## config.mk

```make
export PLATFORM = sky130hd
export DESIGN_NAME = sdlc_u_frame_builder_flat
export DESIGN_NICKNAME = d
export VERILOG_FILES = /design/src/sv/sdlcfb_pkg.sv /design/src/sv/sdlcfb_if.sv /design/src/sv/sdlc_u_frame_builder.sv /design/src/sv/sdlcfb_queue.sv /design/src/sv/sdlcfb_front.sv /design/src/sv/sdlcfb_back.sv /design/src/flat_wrapper.sv
export SDC_FILE = /design/constraint.sdc
export NUM_CORES = 1
export LEC_CHECK = 0
export ABC_AREA = 1
export BUFFER_PORTS_ARGS = -buffer_cell sky130_fd_sc_hd__buf_2
export CORE_MARGIN = 2
export CORE_UTILIZATION = 62
export CTS_CLUSTER_SIZE = 12
export DETAILED_ROUTE_END_ITERATION = 8
export PLACE_DENSITY = 0.8
export SLEW_MARGIN = 0
export SYNTH_ARGS = -nofsm -noshare
export SYNTH_HDL_FRONTEND = slang
export SYNTH_SLANG_ARGS = --single-unit
export TNS_END_PERCENT = 20
```

## constraint.sdc

```tcl
create_clock -name clk -period 6.4 [get_ports clk]
set_input_delay 0 -clock clk [delete_from_list [all_inputs] [get_ports clk]]
set_output_delay 0 -clock clk [all_outputs]
set_load 0.1 [all_outputs]
```

## src/sv/sdlcfb_pkg.sv

```systemverilog
// Shared types, constants and the CRC-16 byte update for the SDLC U-frame builder.
package sdlcfb_pkg;

  localparam int TX_FIFO_BYTES = 1024;

  localparam int          CNT_W     = 11;
  localparam logic [10:0] CNT_MAX   = 11'h7FF;
  localparam logic [10:0] OVL_LIMIT = CNT_W'(TX_FIFO_BYTES - 2);

  localparam logic [15:0] CRC_PRESET = 16'hFFFF;
  localparam logic [15:0] CRC_POLY   = 16'h8408;

  localparam logic [7:0] ADDR_RESET = 8'h14;
  localparam logic [7:0] CTRL_RESET = 8'h83;

  localparam int QUEUE_DEPTH = 4;
  localparam int QPTR_W      = $clog2(QUEUE_DEPTH);

  localparam int   CFG_IDX_W           = 1;
  localparam logic CFG_STATION_ADDRESS = 1'b0;
  localparam logic CFG_CONTROL_BYTE    = 1'b1;

  typedef struct packed {
    logic [7:0] payload_byte;
    logic [7:0] station_address;
    logic [7:0] control_byte;
    logic       first;
    logic       last;
    logic       overlength;
  } entry_t;

  function automatic logic [15:0] crc_byte(input logic [15:0] crc, input logic [7:0] data);
    logic [15:0] c;
    c = crc ^ {8'h00, data};
    for (int k = 0; k < 8; k++) begin
      if (c[0]) begin
        c = (c >> 1) ^ CRC_POLY;
      end else begin
        c = c >> 1;
      end
    end
    return c;
  endfunction

endpackage

```

## src/sv/sdlcfb_if.sv

```systemverilog
// Valid/ready channel interfaces for payload items and frame bytes.
interface sdlcfb_in_if;
  logic       valid;
  logic       ready;
  logic [7:0] payload_byte;
  logic       last_byte;

  modport source (output valid, output payload_byte, output last_byte, input ready);
  modport sink (input valid, input payload_byte, input last_byte, output ready);
endinterface

interface sdlcfb_out_if;
  logic       valid;
  logic       ready;
  logic [7:0] frame_byte;
  logic       end_of_frame;
  logic       overlength;

  modport source (output valid, output frame_byte, output end_of_frame, output overlength,
                  input ready);
  modport sink (input valid, input frame_byte, input end_of_frame, input overlength,
                output ready);
endinterface

```

## src/sv/sdlc_u_frame_builder.sv

```systemverilog
// Top level of the SDLC U-frame builder with CRC-16/X-25 trailer.
// Each payload item goes into a four-entry queue, so a new item is taken in every
// cycle while the queue has room. The back end sends one frame byte per cycle
// through its output register while the receiver is ready: an item that opens a frame
// gives three bytes (address, control, payload), a later item one, and an item marked
// last two bytes more for the inverted CRC, so an item gives one to five bytes and
// that output register sets the sustained rate. Address and control are sampled when
// the frame's first item is accepted.
module sdlc_u_frame_builder (
  input  logic                              clk,
  input  logic                              rst_n,
  sdlcfb_in_if.sink                         in_ch,
  sdlcfb_out_if.source                      out_ch,
  input  logic                              cfg_we,
  input  logic [sdlcfb_pkg::CFG_IDX_W-1:0]  cfg_index,
  input  logic [7:0]                        cfg_wdata
);

  logic               q_push;
  sdlcfb_pkg::entry_t q_entry;
  logic               q_full;
  logic               q_pop;
  sdlcfb_pkg::entry_t q_head;
  logic               q_head_valid;

  sdlcfb_front u_front (
    .clk       (clk),
    .rst_n     (rst_n),
    .in_ch     (in_ch),
    .cfg_we    (cfg_we),
    .cfg_index (cfg_index),
    .cfg_wdata (cfg_wdata),
    .q_push    (q_push),
    .q_entry   (q_entry),
    .q_full    (q_full)
  );

  sdlcfb_queue u_queue (
    .clk        (clk),
    .rst_n      (rst_n),
    .push       (q_push),
    .push_entry (q_entry),
    .full       (q_full),
    .pop        (q_pop),
    .head       (q_head),
    .head_valid (q_head_valid)
  );

  sdlcfb_back u_back (
    .clk        (clk),
    .rst_n      (rst_n),
    .head       (q_head),
    .head_valid (q_head_valid),
    .pop        (q_pop),
    .out_ch     (out_ch)
  );

endmodule

```

## src/sv/sdlcfb_queue.sv

```systemverilog
// Short FIFO of classified items between the front and back parts.
module sdlcfb_queue (
  input  logic                clk,
  input  logic                rst_n,
  input  logic                push,
  input  sdlcfb_pkg::entry_t  push_entry,
  output logic                full,
  input  logic                pop,
  output sdlcfb_pkg::entry_t  head,
  output logic                head_valid
);

  sdlcfb_pkg::entry_t mem_r [sdlcfb_pkg::QUEUE_DEPTH];

  logic [sdlcfb_pkg::QPTR_W-1:0] wr_ptr_r, wr_ptr_nxt;
  logic [sdlcfb_pkg::QPTR_W-1:0] rd_ptr_r, rd_ptr_nxt;
  logic [sdlcfb_pkg::QPTR_W:0]   count_r, count_nxt;

  assign full       = (count_r == (sdlcfb_pkg::QPTR_W + 1)'(sdlcfb_pkg::QUEUE_DEPTH));
  assign head_valid = (count_r != '0);
  assign head       = mem_r[rd_ptr_r];

  always_comb begin
    wr_ptr_nxt = push ? wr_ptr_r + 1'b1 : wr_ptr_r;
    rd_ptr_nxt = pop ? rd_ptr_r + 1'b1 : rd_ptr_r;
    count_nxt  = count_r;
    if (push && !pop) begin
      count_nxt = count_r + 1'b1;
    end else if (pop && !push) begin
      count_nxt = count_r - 1'b1;
    end
  end

  always_ff @(posedge clk) begin
    if (!rst_n) begin
      wr_ptr_r <= '0;
      rd_ptr_r <= '0;
      count_r  <= '0;
    end else begin
      wr_ptr_r <= wr_ptr_nxt;
      rd_ptr_r <= rd_ptr_nxt;
      count_r  <= count_nxt;
    end
  end

  always_ff @(posedge clk) begin
    if (push) begin
      mem_r[wr_ptr_r] <= push_entry;
    end
  end

endmodule

```

## src/sv/sdlcfb_front.sv

```systemverilog
// Front part: accepts payload items, holds the configuration and tags each item.
module sdlcfb_front (
  input  logic                                 clk,
  input  logic                                 rst_n,
  sdlcfb_in_if.sink                            in_ch,
  input  logic                                 cfg_we,
  input  logic [sdlcfb_pkg::CFG_IDX_W-1:0]     cfg_index,
  input  logic [7:0]                           cfg_wdata,
  output logic                                 q_push,
  output sdlcfb_pkg::entry_t                   q_entry,
  input  logic                                 q_full
);

  logic [7:0] station_address_r;
  logic [7:0] control_byte_r;
  logic       in_frame_r, in_frame_nxt;
  logic [sdlcfb_pkg::CNT_W-1:0] count_r, count_nxt;
  logic [sdlcfb_pkg::CNT_W-1:0] cnt_inc;
  logic       first;

  assign in_ch.ready = !q_full;
  assign q_push      = in_ch.valid && !q_full;
  assign first       = !in_frame_r;

  always_comb begin
    if (first) begin
      cnt_inc = sdlcfb_pkg::CNT_W'(1);
    end else if (count_r == sdlcfb_pkg::CNT_MAX) begin
      cnt_inc = count_r;
    end else begin
      cnt_inc = count_r + 1'b1;
    end

    q_entry.payload_byte    = in_ch.payload_byte;
    q_entry.station_address = station_address_r;
    q_entry.control_byte    = control_byte_r;
    q_entry.first           = first;
    q_entry.last            = in_ch.last_byte;
    q_entry.overlength      = in_ch.last_byte && (cnt_inc > sdlcfb_pkg::OVL_LIMIT);

    in_frame_nxt = in_frame_r;
    count_nxt    = count_r;
    if (q_push) begin
      in_frame_nxt = !in_ch.last_byte;
      count_nxt    = in_ch.last_byte ? '0 : cnt_inc;
    end
  end

  always_ff @(posedge clk) begin
    if (!rst_n) begin
      station_address_r <= sdlcfb_pkg::ADDR_RESET;
      control_byte_r    <= sdlcfb_pkg::CTRL_RESET;
      in_frame_r        <= 1'b0;
      count_r           <= '0;
    end else begin
      in_frame_r <= in_frame_nxt;
      count_r    <= count_nxt;
      if (cfg_we) begin
        unique case (cfg_index)
          sdlcfb_pkg::CFG_STATION_ADDRESS: station_address_r <= cfg_wdata;
          sdlcfb_pkg::CFG_CONTROL_BYTE:    control_byte_r    <= cfg_wdata;
          default: ;
        endcase
      end
    end
  end

endmodule

```

## src/sv/sdlcfb_back.sv

```systemverilog
// Back part: expands queued items into frame bytes and computes the CRC trailer.
module sdlcfb_back (
  input  logic                clk,
  input  logic                rst_n,
  input  sdlcfb_pkg::entry_t  head,
  input  logic                head_valid,
  output logic                pop,
  sdlcfb_out_if.source        out_ch
);

  typedef enum logic [4:0] {
    PH_HEAD   = 5'b00001,
    PH_CTRL   = 5'b00010,
    PH_DATA   = 5'b00100,
    PH_FCS_LO = 5'b01000,
    PH_FCS_HI = 5'b10000
  } phase_t;

  phase_t      phase_r, phase_nxt, phase_step;
  logic [15:0] crc_r, crc_nxt, crc_step;
  logic        out_v_r;
  logic [7:0]  frame_byte_r;
  logic        eof_r;
  logic        ovl_r;
  logic [7:0]  byte_c;
  logic        eof_c;
  logic        ovl_c;
  logic        pop_c;
  logic        load;

  assign load = head_valid && (!out_v_r || out_ch.ready);

  always_comb begin
    byte_c     = head.payload_byte;
    eof_c      = 1'b0;
    ovl_c      = 1'b0;
    pop_c      = 1'b0;
    phase_step = phase_r;
    crc_step   = crc_r;
    unique case (phase_r)
      PH_HEAD: begin
        if (head.first) begin
          byte_c     = head.station_address;
          crc_step   = sdlcfb_pkg::crc_byte(crc_r, head.station_address);
          phase_step = PH_CTRL;
        end else begin
          crc_step = sdlcfb_pkg::crc_byte(crc_r, head.payload_byte);
          if (head.last) begin
            phase_step = PH_FCS_LO;
          end else begin
            pop_c = 1'b1;
          end
        end
      end
      PH_CTRL: begin
        byte_c     = head.control_byte;
        crc_step   = sdlcfb_pkg::crc_byte(crc_r, head.control_byte);
        phase_step = PH_DATA;
      end
      PH_DATA: begin
        crc_step = sdlcfb_pkg::crc_byte(crc_r, head.payload_byte);
        if (head.last) begin
          phase_step = PH_FCS_LO;
        end else begin
          phase_step = PH_HEAD;
          pop_c      = 1'b1;
        end
      end
      PH_FCS_LO: begin
        byte_c     = ~crc_r[7:0];
        phase_step = PH_FCS_HI;
      end
      PH_FCS_HI: begin
        byte_c     = ~crc_r[15:8];
        eof_c      = 1'b1;
        ovl_c      = head.overlength;
        crc_step   = sdlcfb_pkg::CRC_PRESET;
        phase_step = PH_HEAD;
        pop_c      = 1'b1;
      end
      default: begin
        phase_step = PH_HEAD;
      end
    endcase

    pop       = load && pop_c;
    phase_nxt = load ? phase_step : phase_r;
    crc_nxt   = load ? crc_step : crc_r;
  end

  always_ff @(posedge clk) begin
    if (!rst_n) begin
      phase_r <= PH_HEAD;
      crc_r   <= sdlcfb_pkg::CRC_PRESET;
      out_v_r <= 1'b0;
    end else begin
      phase_r <= phase_nxt;
      crc_r   <= crc_nxt;
      if (load) begin
        out_v_r <= 1'b1;
      end else if (out_ch.ready) begin
        out_v_r <= 1'b0;
      end
    end
  end

  always_ff @(posedge clk) begin
    if (load) begin
      frame_byte_r <= byte_c;
      eof_r        <= eof_c;
      ovl_r        <= ovl_c;
    end
  end

  assign out_ch.valid        = out_v_r;
  assign out_ch.frame_byte   = frame_byte_r;
  assign out_ch.end_of_frame = eof_r;
  assign out_ch.overlength   = ovl_r;

`ifndef ASSERT_OFF
  a_preset_after_close: assert property (@(posedge clk) disable iff (!rst_n)
    (load && phase_r == PH_FCS_HI) |=> (crc_r == sdlcfb_pkg::CRC_PRESET))
    else $error("CRC not preset after frame close");

  a_ctrl_then_data: assert property (@(posedge clk) disable iff (!rst_n)
    (load && phase_r == PH_CTRL) |=> (phase_r == PH_DATA))
    else $error("control byte not followed by payload byte");

  a_ovl_only_at_end: assert property (@(posedge clk) disable iff (!rst_n)
    (out_v_r && ovl_r) |-> eof_r)
    else $error("overlength flagged on a byte that is not the frame end");
`endif

endmodule

```

## src/flat_wrapper.sv

```systemverilog
// flat-port wrapper written by rule: the top's interface ports become plain ports
module sdlc_u_frame_builder_flat 
  (clk, rst_n, cfg_we, cfg_index, cfg_wdata, in_ch_valid, in_ch_payload_byte, in_ch_last_byte, in_ch_ready, out_ch_valid, out_ch_frame_byte, out_ch_end_of_frame, out_ch_overlength, out_ch_ready);
  sdlcfb_in_if in_ch_i ();
  sdlcfb_out_if out_ch_i ();
  input  logic clk;
  input  logic rst_n;
  input  logic cfg_we;
  input  logic [sdlcfb_pkg::CFG_IDX_W-1:0] cfg_index;
  input  logic [7:0] cfg_wdata;
  input wire logic [$bits(in_ch_i.valid)-1:0] in_ch_valid;
  input wire logic [$bits(in_ch_i.payload_byte)-1:0] in_ch_payload_byte;
  input wire logic [$bits(in_ch_i.last_byte)-1:0] in_ch_last_byte;
  output wire logic [$bits(in_ch_i.ready)-1:0] in_ch_ready;
  output wire logic [$bits(out_ch_i.valid)-1:0] out_ch_valid;
  output wire logic [$bits(out_ch_i.frame_byte)-1:0] out_ch_frame_byte;
  output wire logic [$bits(out_ch_i.end_of_frame)-1:0] out_ch_end_of_frame;
  output wire logic [$bits(out_ch_i.overlength)-1:0] out_ch_overlength;
  input wire logic [$bits(out_ch_i.ready)-1:0] out_ch_ready;
  assign in_ch_i.valid = in_ch_valid;
  assign in_ch_i.payload_byte = in_ch_payload_byte;
  assign in_ch_i.last_byte = in_ch_last_byte;
  assign in_ch_ready = in_ch_i.ready;
  assign out_ch_valid = out_ch_i.valid;
  assign out_ch_frame_byte = out_ch_i.frame_byte;
  assign out_ch_end_of_frame = out_ch_i.end_of_frame;
  assign out_ch_overlength = out_ch_i.overlength;
  assign out_ch_i.ready = out_ch_ready;
  sdlc_u_frame_builder u_core (.clk(clk), .rst_n(rst_n), .in_ch(in_ch_i), .out_ch(out_ch_i), .cfg_we(cfg_we), .cfg_index(cfg_index), .cfg_wdata(cfg_wdata));
endmodule
```

==> results_dict.tcl <==
set metrics [dict create \
    worst-setup-path-type "reg2reg" \
    fin_tns_setup_ps 0 \
    synth-compound-area-share 0.0698 \
    drv_slew 0 \
    synthAdderAreaFrac 0.0103 \
    drc 0 \
    cts_tree "done" \
    coreArea_um2 14500 \
    dr.pass1.iters 5 \
    die_x_um 126 \
    final_common_cell "nand2_1" \
    initial_core_util 0.634 \
    synth_cell_type_count 43 \
    total_power_mw 5.27 \
    hold_viol 0 \
    grt_pass1_vias 7199 \
    syn_avg_cell_area_um2 8.46 \
    synth_xor_area_frac 0.00665 \
    cellPowerDensity_nw_per_um2 513 \
    antenna_found_initial 0 \
    grt_max_degree 56 \
    cts_made_buffers 17 \
    max-slew-margin-rel 0.228 \
    drt_wl_total_mm 22.6 \
    final_core_util 0.707 \
    cp-start-kind "flop" \
    cts-root-buf "clkbuf_16" \
    min_period_ps 3120 \
    use_met1 0.411 \
    cts-hold-fix-buffers 21 \
    outcome "complete, no violations" \
    use_met2 0.458 \
    grt_overflow 0 \
    instances_no_fill 1325 \
    arrival_ps 3450 \
    ios 35 \
    via_count 7841 \
    fill_cells 1105 \
    synthMuxAreaShare 0 \
    yosysSeqAreaShare 0.513 \
    portBuffers 34 \
    rows 44 \
    h-tree-depth 4 \
    viasPerCell 5.92 \
    syn_inst 1090 \
    worstSkewPairLatency_ps 440 \
    drt_iter0_drc 950 \
    n_antenna_cell 0 \
    final_antenna_net_count 0 \
    dp.final_hpwl_mm 14.6 \
    busiest_layer "met2" \
    synth_warnings 0 \
    nNetsFinal 1158 \
    max_freq_mhz 320 \
    tightest_slew_ps 1160 \
    setup_viol 0 \
    cts_resized 0 \
    post-route-period-util 0.488 \
    p_leak_nw 4.29 \
    grt_pass1_wl_mm 36.7 \
    multi_input_area_um2 3950 \
    use_met3 0.0714 \
    seq_area_um2 4730 \
    most-common-layout-cells "nand2_1 (344), nand3_1 (202), edfxtp_1 (118), inv_1 (61), dfxtp_1 (58)" \
    drv_cap 0 \
    cts_sinks 177 \
    yosys.area_share.simple 0.340 \
    die_h_um 126 \
    grt_usage 0.294 \
    ys_ff_latch 177 \
    crit_path_end_kind "flop" \
    dp.cells 1272 \
    hold_path.class "in2reg" \
    cp_max_fo 55 \
    worstPathRequired_ps 6720 \
    gp_congestion 1.02 \
    syn_area_um2 9220 \
    peakVddDrop_uv 289 \
    hold_ws_ps 43.8 \
    post_cts_buffers 0 \
    rsz0062_at_grt "false" \
    final_layout_size_suffix_gt1_frac 0.145 \
    syn_nets 1120 \
    clockBufferDepth 2 \
    synth_top_family_by_area "simple AND/OR/NAND/NOR gates" \
    clock_skew_ps 9.66 \
    cts.clk_slew.worst_paths_ps 70 \
    synthToLayoutAreaGrowth_pct 11.6 \
    wire_per_inst_um 17.1 \
    fp.dieArea_um2 15900 \
]
area by class of cell:
| type | count | area share |
|---|---|---|
| multi-input combinational | 798 | 0.384 |
| tap | 184 | 0.0224 |
| timing repair buffer | 62 | 0.0421 |
| clock buffer | 17 | 0.0414 |
| inverter | 72 | 0.0273 |
| clock inverter | 15 | 0.0232 |
| sequential | 177 | 0.460 |
cells by family (layout without fill, tap and decap cells):
family,after synthesis,after routing
simple gates,675,675
flops,177,177
buf+inv,115,166
compound gates,109,109
fa+ha+maj,7,7
xor+xnor,7,7
flip-flops by register name, indices dropped and copies added, names as in the netlist, named ones only:
register / flops
u_core.u_back.out_ch.valid: 1
u_core.u_front.count_r: 11
u_core.u_back.phase_r: 5
u_core.u_queue.wr_ptr_r: 2
u_core.u_queue.count_r: 3
u_core.u_back.crc_r: 16
u_core.u_back.out_ch.end_of_frame: 1
u_core.u_front.control_byte_r: 8
u_core.u_back.out_ch.overlength: 1
u_core.u_front.station_address_r: 8
u_core.u_queue.rd_ptr_r: 2
u_core.u_back.out_ch.frame_byte: 8
u_core.u_front.in_frame_r: 1
u_core.u_queue.mem_r: 108
cells in the mapped netlist, drive strengths merged:
| cell | n | area (um^2) |
|---|---|---|
| clkbuf | 13 | 48.8 |
| o221ai | 9 | 78.8 |
| ha | 6 | 75.1 |
| or3 | 1 | 6.26 |
| o21ai | 34 | 185 |
| nand2 | 381 | 1530 |
| o211ai | 6 | 50.1 |
| a31oi | 9 | 56.3 |
| inv | 72 | 280 |
| nor3 | 3 | 31.3 |
| nand3 | 225 | 1240 |
| edfxtp | 118 | 3540 |
| dfxtp | 59 | 1180 |
| o22ai | 8 | 50.1 |
| nand4 | 6 | 56.3 |
| a211oi | 2 | 15.0 |
| xnor2 | 3 | 26.3 |
| xor2 | 4 | 35.0 |
| buf | 30 | 230 |
| fa | 1 | 20.0 |
| a21oi | 40 | 200 |
| or2 | 1 | 6.26 |
| o31ai | 1 | 7.51 |
| nor2 | 57 | 248 |
| and3 | 1 | 11.3 |
routing by layer:
layer | wire length, um | share of wire
met1 | 9370 | 0.41
met2 | 10500 | 0.46
met3 | 2280 | 0.10
met4 | 492 | 0.022
met5 | 0 | 0
final timing paths:
check / to / cells after the start / from / slack, ps
setup reg to reg: u_core.u_queue.count_r[2] / 16 / flop / 3280
hold reg to reg: u_core.u_queue.rd_ptr_r[1] / 2 / u_core.u_queue.rd_ptr_r[1] / 480
hold / removal: u_core.u_front.control_byte_r[0] / 4 / cfg_we / 40
setup / recovery: u_core.u_queue.count_r[2] / 16 / flop / 3280
report_power, final:
group / total (mW) / switching, mW / internal (mW)
combinational: 2.49 / 1.80 / 0.684
sequential: 1.64 / 0.179 / 1.47
clock: 1.14 / 0.497 / 0.644
per-stage QoR:
step	setup WS, ps	area, um^2
6_report	3280	10300
5_1_grt	2990	10300
4_1_cts	3280	10300
3_5_place_dp	3340	9410
3_3_place_gp	3440	9410
2_1_floorplan	3210	9220
critical path: stages, from the launching register on:
cell and delay [ps]:
dfxtp_2 320, buf_4 280, inv_6 390, nand2_1 130, nand3_2 110, nand2_4 170
nand3_2 130, and3_4 210, nor2_8 40, inv_1 70, ha_1 150, inv_1 70
fa_1 430, a21oi_1 140, o21ai_0 110, o21ai_0 170, a21oi_1 60
No activity file was read; power rests on OpenSTA's default activity.
